`src/design/c86x_pkg.sv`:
```
`timescale 1ns / 1ps
`default_nettype none

package c86x_pkg;

  // opcodes
  localparam logic [7:0] OP_JCC_LO   = 8'h60;
  localparam logic [7:0] OP_JCC_HI   = 8'h7F;
  localparam logic [7:0] OP_MOV_R8_LO = 8'hB0;
  localparam logic [7:0] OP_MOV_R8_HI = 8'hB7;
  localparam logic [7:0] OP_SAHF     = 8'h9E;
  localparam logic [7:0] OP_LAHF     = 8'h9F;
  localparam logic [7:0] OP_JMP_FAR  = 8'hEA;
  localparam logic [7:0] OP_CLC      = 8'hF8;
  localparam logic [7:0] OP_STC      = 8'hF9;
  localparam logic [7:0] OP_CLI      = 8'hFA;
  localparam logic [7:0] OP_STI      = 8'hFB;
  localparam logic [7:0] OP_CLD      = 8'hFC;
  localparam logic [7:0] OP_STD      = 8'hFD;

  // flag bit positions
  localparam int unsigned FLAG_CF = 0;
  localparam int unsigned FLAG_PF = 2;
  localparam int unsigned FLAG_ZF = 6;
  localparam int unsigned FLAG_SF = 7;
  localparam int unsigned FLAG_IF = 9;
  localparam int unsigned FLAG_DF = 10;
  localparam int unsigned FLAG_OF = 11;

  localparam logic [15:0] SAHF_KEEP_MASK = 16'hFF2A;
  localparam logic [7:0]  SAHF_LOAD_MASK = 8'hD5;
  localparam logic [7:0]  LAHF_KEEP_MASK = 8'h2A;
  localparam logic [7:0]  LAHF_LOAD_MASK = 8'hD7;

  localparam logic [15:0] FLAGS_RESET = 16'hF002;
  localparam logic [15:0] CS_RESET    = 16'hFFFF;

  // general register file index
  localparam logic [1:0] GPR_AX = 2'd0;
  localparam logic [1:0] GPR_CX = 2'd1;
  localparam logic [1:0] GPR_DX = 2'd2;
  localparam logic [1:0] GPR_BX = 2'd3;

  localparam logic [2:0] LEN_ONE   = 3'd1;
  localparam logic [2:0] LEN_SHORT = 3'd2;
  localparam logic [2:0] LEN_FAR   = 3'd5;

  typedef enum logic [2:0] {
    JCC_O,
    JCC_C,
    JCC_Z,
    JCC_BE,
    JCC_S,
    JCC_P,
    JCC_L,
    JCC_LE
  } jcc_t;

  typedef struct packed {
    logic [15:0]      ip;
    logic [15:0]      cs;
    logic [15:0]      flags;
    logic [3:0][15:0] gpr;
  } arch_state_t;

  typedef struct packed {
    logic [2:0] len;
    logic       unknown;
  } exec_status_t;

endpackage

`default_nettype wire

```
`src/design/c86x_exec.sv`:
```
`timescale 1ns / 1ps
`default_nettype none

module c86x_exec (
  input  wire logic [7:0]          cmd,
  input  wire logic [15:0]         operand_word,
  input  wire logic [15:0]         segment_word,
  input  wire c86x_pkg::arch_state_t st,
  output c86x_pkg::arch_state_t    st_next,
  output c86x_pkg::exec_status_t   status
);

  logic        cf, pf, zf, sf, of_flag;
  logic        cond;
  logic        taken;
  logic [15:0] rel;
  logic [7:0]  ah;
  c86x_pkg::jcc_t jcc;

  assign cf      = st.flags[c86x_pkg::FLAG_CF];
  assign pf      = st.flags[c86x_pkg::FLAG_PF];
  assign zf      = st.flags[c86x_pkg::FLAG_ZF];
  assign sf      = st.flags[c86x_pkg::FLAG_SF];
  assign of_flag = st.flags[c86x_pkg::FLAG_OF];
  assign jcc     = c86x_pkg::jcc_t'(cmd[3:1]);
  assign rel     = {{8{operand_word[7]}}, operand_word[7:0]};
  assign ah      = st.gpr[c86x_pkg::GPR_AX][15:8];

  always_comb begin
    unique case (jcc)
      c86x_pkg::JCC_O:  cond = of_flag;
      c86x_pkg::JCC_C:  cond = cf;
      c86x_pkg::JCC_Z:  cond = zf;
      c86x_pkg::JCC_BE: cond = cf | zf;
      c86x_pkg::JCC_S:  cond = sf;
      c86x_pkg::JCC_P:  cond = pf;
      c86x_pkg::JCC_L:  cond = sf ^ of_flag;
      c86x_pkg::JCC_LE: cond = (sf ^ of_flag) | zf;
      default:          cond = 1'b0;
    endcase
    // odd opcodes test the inverse
    taken = cmd[0] ? ~cond : cond;
  end

  always_comb begin
    st_next        = st;
    status.len     = c86x_pkg::LEN_ONE;
    status.unknown = 1'b0;
    priority if (cmd >= c86x_pkg::OP_JCC_LO && cmd <= c86x_pkg::OP_JCC_HI) begin
      st_next.ip = taken ? st.ip + 16'd2 + rel : st.ip + 16'd2;
      status.len = c86x_pkg::LEN_SHORT;
    end else if (cmd >= c86x_pkg::OP_MOV_R8_LO && cmd <= c86x_pkg::OP_MOV_R8_HI) begin
      if (cmd[2]) begin
        st_next.gpr[cmd[1:0]][15:8] = operand_word[7:0];
      end else begin
        st_next.gpr[cmd[1:0]][7:0] = operand_word[7:0];
      end
      st_next.ip = st.ip + 16'd2;
      status.len = c86x_pkg::LEN_SHORT;
    end else begin
      st_next.ip = st.ip + 16'd1;
      unique case (cmd)
        c86x_pkg::OP_SAHF: begin
          st_next.flags = (st.flags & c86x_pkg::SAHF_KEEP_MASK)
                        | {8'h00, ah & c86x_pkg::SAHF_LOAD_MASK};
        end
        c86x_pkg::OP_LAHF: begin
          st_next.gpr[c86x_pkg::GPR_AX][15:8] = (ah & c86x_pkg::LAHF_KEEP_MASK)
                                           | (st.flags[7:0] & c86x_pkg::LAHF_LOAD_MASK);
        end
        c86x_pkg::OP_JMP_FAR: begin
          st_next.ip = operand_word;
          st_next.cs = segment_word;
          status.len = c86x_pkg::LEN_FAR;
        end
        c86x_pkg::OP_CLC: st_next.flags[c86x_pkg::FLAG_CF] = 1'b0;
        c86x_pkg::OP_STC: st_next.flags[c86x_pkg::FLAG_CF] = 1'b1;
        c86x_pkg::OP_CLI: st_next.flags[c86x_pkg::FLAG_IF] = 1'b0;
        c86x_pkg::OP_STI: st_next.flags[c86x_pkg::FLAG_IF] = 1'b1;
        c86x_pkg::OP_CLD: st_next.flags[c86x_pkg::FLAG_DF] = 1'b0;
        c86x_pkg::OP_STD: st_next.flags[c86x_pkg::FLAG_DF] = 1'b1;
        default: status.unknown = 1'b1;
      endcase
    end
  end

endmodule

`default_nettype wire

```
`src/design/cpu8086_subset_executor.sv`:
```
`timescale 1ns / 1ps
`default_nettype none

// Executes one 8086 instruction per request: short conditional jumps, SAHF, LAHF,
// MOV r8,imm8, JMP FAR and the CLC/STC/CLI/STI/CLD/STD flag ops; anything else is
// a one-byte no-op flagged as unknown. Each request is decoded and executed against
// the architectural registers in the cycle it is accepted, and the updated registers
// are the result seen on the output ports from the next cycle. A new request is
// taken every cycle while the result side keeps up, since the register state after
// one instruction is the only input the next one needs.
module cpu8086_subset_executor (
  input  wire logic        clk,
  input  wire logic        rst,
  input  wire logic        in_valid,
  output logic             in_ready,
  input  wire logic [7:0]  cmd,
  input  wire logic [15:0] operand_word,
  input  wire logic [15:0] segment_word,
  output logic             out_valid,
  input  wire logic        out_ready,
  output logic [15:0]      next_ip,
  output logic [15:0]      code_segment,
  output logic [15:0]      flags_word,
  output logic [15:0]      reg_ax,
  output logic [15:0]      reg_bx,
  output logic [15:0]      reg_cx,
  output logic [15:0]      reg_dx,
  output logic [2:0]       bytes_used,
  output logic             unknown_opcode
);

  c86x_pkg::arch_state_t  st;
  c86x_pkg::arch_state_t  st_next;
  c86x_pkg::exec_status_t status;
  c86x_pkg::exec_status_t status_q;
  logic                   in_fire;

  // state only advances when the previous result is gone or leaving
  assign in_ready = ~out_valid | out_ready;
  assign in_fire  = in_valid & in_ready;

  c86x_exec u_exec (
    .cmd          (cmd),
    .operand_word (operand_word),
    .segment_word (segment_word),
    .st           (st),
    .st_next      (st_next),
    .status       (status)
  );

  always_ff @(posedge clk) begin
    if (rst) begin
      st.ip     <= 16'h0000;
      st.cs     <= c86x_pkg::CS_RESET;
      st.flags  <= c86x_pkg::FLAGS_RESET;
      st.gpr    <= '0;
      out_valid <= 1'b0;
    end else begin
      if (in_fire) begin
        st        <= st_next;
        out_valid <= 1'b1;
      end else if (out_ready) begin
        out_valid <= 1'b0;
      end
    end
  end

  always_ff @(posedge clk) begin
    if (in_fire) begin
      status_q <= status;
    end
  end

  assign next_ip        = st.ip;
  assign code_segment   = st.cs;
  assign flags_word     = st.flags;
  assign reg_ax         = st.gpr[c86x_pkg::GPR_AX];
  assign reg_bx         = st.gpr[c86x_pkg::GPR_BX];
  assign reg_cx         = st.gpr[c86x_pkg::GPR_CX];
  assign reg_dx         = st.gpr[c86x_pkg::GPR_DX];
  assign bytes_used     = status_q.len;
  assign unknown_opcode = status_q.unknown;

  a_len_legal: assert property (@(posedge clk) disable iff (rst)
    out_valid |-> (bytes_used == c86x_pkg::LEN_ONE || bytes_used == c86x_pkg::LEN_SHORT
                   || bytes_used == c86x_pkg::LEN_FAR))
    else $error("bytes_used outside 1, 2, 5");

  a_unknown_len: assert property (@(posedge clk) disable iff (rst)
    (out_valid && unknown_opcode) |-> bytes_used == c86x_pkg::LEN_ONE)
    else $error("unknown opcode with length other than one");

  a_far_jump: assert property (@(posedge clk) disable iff (rst)
    (in_fire && cmd == c86x_pkg::OP_JMP_FAR)
      |=> (code_segment == $past(segment_word) && next_ip == $past(operand_word)))
    else $error("far jump did not load cs:ip");

  a_unknown_keeps: assert property (@(posedge clk) disable iff (rst)
    (in_fire && status.unknown)
      |=> ($stable(flags_word) && $stable(code_segment) && $stable(reg_ax)
           && next_ip == $past(next_ip) + 16'd1))
    else $error("unknown opcode changed state");

  a_ready_free: assert property (@(posedge clk) disable iff (rst)
    !out_valid |-> in_ready)
    else $error("stalled with empty output");

endmodule

`default_nettype wire

```
`config.mk`:
```
export PLATFORM = sky130hd
export DESIGN_NAME = cpu8086_subset_executor
export DESIGN_NICKNAME = d
export VERILOG_FILES = /design/src/design/c86x_pkg.sv /design/src/design/c86x_exec.sv /design/src/design/cpu8086_subset_executor.sv
export SDC_FILE = /design/constraint.sdc
export NUM_CORES = 1
export LEC_CHECK = 0
export BUFFER_PORTS_ARGS = -buffer_cell sky130_fd_sc_hd__buf_2
export CORE_MARGIN = 4
export CORE_UTILIZATION = 35
export CTS_CLUSTER_DIAMETER = 100
export DETAILED_ROUTE_END_ITERATION = 10
export MAX_ROUTING_LAYER = met4
export SYNTH_ARGS = -nofsm -noshare
export SYNTH_HDL_FRONTEND = slang
export SYNTH_SLANG_ARGS = --single-unit
```
`constraint.sdc`:
```
create_clock -name clk -period 2.8 [get_ports clk]
set_input_delay 0.28 -clock clk [delete_from_list [all_inputs] [get_ports clk]]
set_output_delay 0.28 -clock clk [all_outputs]
set_load 0.02 [all_outputs]
```
==> qor.yml, run 1 <==
synthesis:
  synthSimpleGateAreaFrac_pct: 23.4
  yosys.area_share.xor_xnor_pct: 5.73
  synthAdderAreaFrac_pct: 4.74
  synth_top_family_by_area: "simple AND/OR/NAND/NOR gates"
  synth-seq-cells: 108
  synth.area.mux_share_pct: 6.55
  synth_async_sr_flop_share_pct: 0
  ys.flop_type: "dfxtp_1"
  avgSynthCellArea_sq_um: 8.08
  ys_seq_area_share_pct: 36.9
  synth_edf_count: 4
  synth_cell_types: 75
  ys_warn_count: 0
  synth-compound-area-share_pct: 16.8
  synth_area_sq_um: 5960
  syn_inst: 738
placement:
  port_buffers: 152
  hpwlAfterDp_mm: 14.4
  dpl.cell_count: 1104
  gp_congestion: 0.936
  pre_cts_ws_ps: -16.6
finish:
  regArea_sq_um: 2210
  nFillCells: 1667
  final_util_pct: 45.5
  multi_input_area_sq_um: 3580
  drive_gt1_share_pct: 30.3
  fin_nets: 966
  area_growth_pct: 27.0
  fin_cells: 1129
power_and_ir_drop:
  peakVddDrop_mv: 0.353
  power_density_nw_per_um2: 470
  power_leakage_uw: 0.00328
critical_path:
  crit_top_cell: "buf_4"
  critPathLaunchType: "flop"
  endpoint_kind: "flop"
  cpMaxStageDelayCell: "dfxtp_2"
  cp_cell_sequence: "buf_4 > nand3_1 > xnor2_1 > ha_1 > a21o_1 > a221o_1 > a21oi_1 > buf_4 > o21ai_0 > xor2_1 > o211ai_1 > o22ai_1"
  arrival_ps: 2900
  required_ps: 3040
  slowest_delay_ps: 360
  critPathKind: "reg2reg"
  regToRegSetupSlack_ps: 140
  critPathMaxFanout: 7
floorplan:
  num_rows: 47
  top_level_ports: 162
  core_sq_um: 16600
  initial_utilization_pct: 35.8
  dieArea_sq_um: 19200
  die_h_um: 139
  die_w_um: 139
route:
  drc_errors: 0
  highest_layer: "met4"
  routed_wl_mm: 20.4
  dr.pass1.iters: 7
  via_count: 5922
  wl_met2_mm: 8.84
  drt_iter0_markers: 407
  wl_per_cell_um: 18.1
  ant_nets: 0
  met3_length_mm: 1.92
  via_per_inst: 5.25
  drt-met1-wl_mm: 9.19
sta:
  slew_viol_final: 0
  fin_skew_ps: 13.3
  max_freq_ghz: 0.376
  hold_viol_final: 0
  period_share_pct: 95.0
  finalWorstSetupSlack_ps: 139
  setup_viol: 0
  maxSlewHeadroom_pct: 43.0
  tightest_slew_ps: 855
  fin_crit_ps: 2660
min_path:
  hold_class: "in2reg"
clocking:
  cts_sinks: 108
  cts_root_buf: "clkbuf_16"
  clk_pin_slew_ps: 80
  clk_path_buf_depth: 2
  cts_tree: "yes"
  clock_latency_ps: 370
  hold_buffers: 0
  numCtsBuffers: 9
  htree_levels: 3
grt:
  antenna_found_initial: 4
  grt_max_degree: 78
  grtUsageTotal_pct: 21.1
  grt_pass1_vias: 5576
  grt_pass1_wl_mm: 31.5
  gr-total-overflow: 0
job:
  max-cap-violations: 0
outcome:
  status: "completed"
worst max-delay path, delay by kind of cell, from the launching register on:
kind,cells,cell delay (ps)
AO/OA/AOI/OAI,6,1070
XOR/XNOR,2,380
flip-flops,1,360
buffers and inverters,2,320
adder cells (fa/ha/maj),1,300
AND/OR/NAND/NOR,1,100
flip-flops by register name, indices dropped and copies added (netlist names):
name / flops
bytes_used: 3
code_segment: 16
flags_word: 7
next_ip: 16
out_valid: 1
reg_ax: 16
reg_bx: 16
reg_cx: 16
reg_dx: 16
unknown_opcode: 1
logic make-up (layout without fill, tap and decap cells):
kind of cell	Yosys count	count (layout)
multiplexers	39	39
other	2	13
flip-flops	108	108
buffers and inverters	70	230
adder cells (fa/ha/maj)	22	22
AO/OA/AOI/OAI	162	162
XOR/XNOR	39	39
AND/OR/NAND/NOR	296	296
power by group:
part | internal (uW) | switching [uW] | total, uW
combinational | 253 | 387 | 640
clock | 695 | 628 | 1320
sequential | 1570 | 28.2 | 1600
routing by layer:
layer	GRT usage, %	vias up
li1	-	2895
met1	27.8	2727
met2	30.7	257
met3	7.45	43
met4	6.08	0
met5	-	-
synthesized netlist by cell type, types with 3 or more instances:
cell / number / area, sq um
o211ai_1: 4 / 30.0
or2_2: 3 / 18.8
buf_4: 10 / 75.1
a21oi_1: 69 / 345
and2_1: 5 / 31.3
clkbuf_1: 34 / 128
or3_1: 3 / 18.8
mux2i_1: 39 / 390
nand3_1: 28 / 140
or4_1: 4 / 30.0
nor3_1: 8 / 40.0
nand2_1: 123 / 462
xnor2_1: 23 / 201
xor2_1: 16 / 140
nand4_1: 12 / 75.1
ha_1: 21 / 263
o221ai_1: 5 / 43.8
buf_2: 9 / 45.0
nand2b_1: 3 / 18.8
a211oi_1: 12 / 90.1
o21ai_0: 33 / 165
o22ai_1: 3 / 18.8
edfxtp_1: 4 / 120
a21o_1: 3 / 22.5
buf_1: 3 / 11.3
nor2_1: 75 / 282
and4_1: 3 / 26.3
a31oi_1: 9 / 56.3
inv_1: 7 / 26.3
and3_1: 6 / 37.5
dfxtp_1: 104 / 2080
final timing paths:
path	start	to	cells past startpoint
worst max register to register	next_ip[1]	next_ip[9]	12
worst max-delay path	next_ip[1]	next_ip[9]	12
worst min register to register	reg_dx[14]	reg_dx[14]	2
worst min-delay path	segment_word[8]	code_segment[8]	3
cell usage in the layout (no fill, tap or decap), drive strengths merged, types with 5 or more instances in the layout:
cell type and instances:
mux2i 39, o221ai 5, inv 11, nor2 77, dfxtp 104, and2 6, a31oi 9, conb 9
a21oi 69, and3 6, xor2 16, nand4 12, nor3 12, xnor2 23, nand2 125, buf 204
o21ai 33, ha 21, nand3 30, a211oi 14, clkbuf 12
stage by stage:
step,power [uW],TNS (ps),area [sq um],hold slack (ps)
floorplan,2020,0,6000,404
global placement,2230,0,7080,436
detailed placement,2230,-16.6,7080,444
CTS,3570,0,7410,113
global route,3720,-68.9,7580,119
finish,3560,0,7580,129
layout make-up:
| cell class | count | area share, % |
|---|---|---|
| antenna | 4 | 0.132 |
| sequential | 108 | 29.2 |
| timing repair buffer | 204 | 15.2 |
| clock buffer | 12 | 3.53 |
| multi-input combinational | 567 | 47.3 |
| tap | 220 | 3.63 |
| clock inverter | 4 | 0.479 |
| inverter | 10 | 0.562 |
timing repair:
action / 4_1_cts / 5_1_grt
pin swaps: 0 / 6
buffers inserted: 0 / 5
gates resized for setup: 2 / 32
setup endpoints to repair: 2 / 9
Power figures use the tool's default switching activity.
==> run 2: changes to the inputs <==
--- a/config.mk
+++ b/config.mk
@@ -6,11 +6,11 @@
 export NUM_CORES = 1
 export LEC_CHECK = 0
 export BUFFER_PORTS_ARGS = -buffer_cell sky130_fd_sc_hd__buf_2
-export CORE_MARGIN = 4
+export CORE_MARGIN = 2
 export CORE_UTILIZATION = 35
 export CTS_CLUSTER_DIAMETER = 100
 export DETAILED_ROUTE_END_ITERATION = 10
-export MAX_ROUTING_LAYER = met4
+export SETUP_SLACK_MARGIN = 0.15
 export SYNTH_ARGS = -nofsm -noshare
 export SYNTH_HDL_FRONTEND = slang
 export SYNTH_SLANG_ARGS = --single-unit
==> qor.yml, run 2 (synthesis gave the netlist of run 1 again) <==
finish:
  antennaDiodeCount: 0  # was 4
  final_cell_mix: "buf_2, nand2_1, dfxtp_1"  # unchanged
  final_util_pct: 46.8  # was 45.5%
  fin_nets: 975  # was 966
  final_common_cell: "buf_2"  # unchanged
  area_growth_pct: 30.6  # was 27.0%
  nFillCells: 1669  # was 1667
  regArea_sq_um: 2220  # was 2210 sq um
  drive_gt1_share_pct: 32.2  # was 30.3%
  multi_input_area_sq_um: 3710  # was 3580 sq um
power_and_ir_drop:
  power_density_nw_per_um2: 465  # was 470 nW/um^2
  peakVddDrop_mv: 0.343  # was 0.353 mV
  power_leakage_uw: 0.00338  # was 0.00328 uW
floorplan:
  die_h_um: 135  # was 139 um
  core_sq_um: 16600  # unchanged
  dieArea_sq_um: 18100  # was 19200 sq um
  top_level_ports: 162  # unchanged
  num_rows: 47  # unchanged
  die_w_um: 135  # was 139 um
  initial_utilization_pct: 35.8  # unchanged
route:
  drc_errors: 0  # unchanged
  via_per_inst: 5.19  # was 5.25
  ant_nets: 0  # unchanged
  routed_wl_mm: 19.4  # was 20.4 mm
  via_count: 5891  # was 5922
  wl_per_cell_um: 17.1  # was 18.1 um
  drt_iter0_markers: 456  # was 407
  highest_layer: "met5"  # was met4
  drt-met1-wl_mm: 8.50  # was 9.19 mm
  wl_met2_mm: 8.68  # was 8.84 mm
  met3_length_mm: 1.85  # was 1.92 mm
  dr.pass1.iters: 7  # unchanged
min_path:
  holdPathStages: 3  # unchanged
  hold_class: "in2reg"  # unchanged
placement:
  hpwlAfterDp_mm: 13.9  # was 14.4 mm
  port_buffers: 152  # unchanged
  gp_congestion: 0.922  # was 0.936
grt:
  antenna_found_initial: 1  # was 4
  grt_pass1_wl_mm: 29.6  # was 31.5 mm
  grt_max_degree: 78  # unchanged
  grtUsageTotal_pct: 20.8  # was 21.1%
  gr-total-overflow: 0  # unchanged
  grt_pass1_vias: 5408  # was 5576
clocking:
  clk_pin_slew_ps: 80  # about the same
  numCtsBuffers: 9  # unchanged
  cts_tree: "yes"  # unchanged
  clock_latency_ps: 360  # was 370 ps
  cts_root_buf: "clkbuf_16"  # unchanged
  clk_path_buf_depth: 2  # unchanged
  cts_sinks: 108  # unchanged
  htree_levels: 3  # unchanged
sta:
  period_share_pct: 92.3  # was 95.0%
  tns_ps: 0  # unchanged
  tightest_slew_ps: 831  # was 855 ps
  maxSlewHeadroom_pct: 44.6  # was 43.0%
  slew_viol_final: 0  # unchanged
  max_freq_ghz: 0.387  # was 0.376 GHz
  fin_crit_ps: 2580  # was 2660 ps
  hold_viol_final: 0  # unchanged
  grt_setup_unrepaired: "true"
  setup_viol: 0  # unchanged
  fin_skew_ps: 6.74  # was 13.3 ps
critical_path:
  r2r_cells: 11  # was 12
  critPathMaxFanout: 5  # was 7
  critPathKind: "reg2reg"  # unchanged
  arrival_ps: 2790  # was 2900 ps
  required_ps: 3010  # was 3040 ps
  critPathLaunchType: "flop"  # unchanged
  endpoint_kind: "flop"  # unchanged
job:
  max-cap-violations: 0  # unchanged
outcome:
  status: "completed"  # unchanged
==> run 2: changes by cell type in the layout (fill, tap and decap cells not counted), sizes merged, moves of 2 or more <==
cell    change
buf         +9
diode       -4
clkbuf      -3
inv         +2
==> run 2: repair_timing <==
action,CTS,global route
setup endpoints to repair,7,9
buffers inserted,4,10
gates resized for setup,9,41
pin swaps,6,18
hold buffers,0,0
==> run 2: stage by stage <==
stage	worst slack (ps)	cells	total power (uW)	hold slack, ps	cell area [sq um]
after global placement	82.2	1104	2220	435	7110
after floorplan	169	745	2030	404	6040
after global routing	60.4	1134	3780	125	7790
after detailed placement	10.6	1104	2220	444	7110
final	216	1134	3620	132	7790
after CTS	156	1124	3610	113	7520
==> run 2: layer usage <==
| metal | vias to the layer above | GRT usage, % |
|---|---|---|
| met1 | 2709 | 27.7 |
| met2 | 235 | 32.9 |
| met3 | 29 | 6.72 |
| li1 | 2916 | - |
| met4 | 2 | 4.91 |
| met5 | - | 0 |
==> run 2: report_power, final <==
part	switching [uW]	internal, uW
registers	33.5	1570
clock network	639	717
logic	393	273
total	1070	2560
==> run 2: final timing paths <==
kind | start | end | slack [ps]
setup / recovery | next_ip[2] | next_ip[7] | 220
hold reg to reg | reg_dx[10] | reg_dx[10] | 450
setup reg to reg | next_ip[2] | next_ip[7] | 220
hold / removal | segment_word[2] | code_segment[2] | 130
==> run 2: worst max-delay path, stage by stage (launching register included) <==
cell and delay (ps):
dfxtp_4 390, buf_6 130, nand3_4 90, xnor2_4 200, ha_4 240, a21o_1 240
a221o_1 370, a21oi_4 200, xor2_2 180, o32ai_2 100, a31oi_1 200, a211oi_2 90
==> run 2: layout make-up <==
class	count	share of cell area [%]
Clock inverter	7	1.16
Inverter	10	0.546
Multi-Input combinational cell	567	47.6
Sequential cell	108	28.5
Timing Repair Buffer	213	15.7
Clock buffer	9	2.89
Tap cell	220	3.53
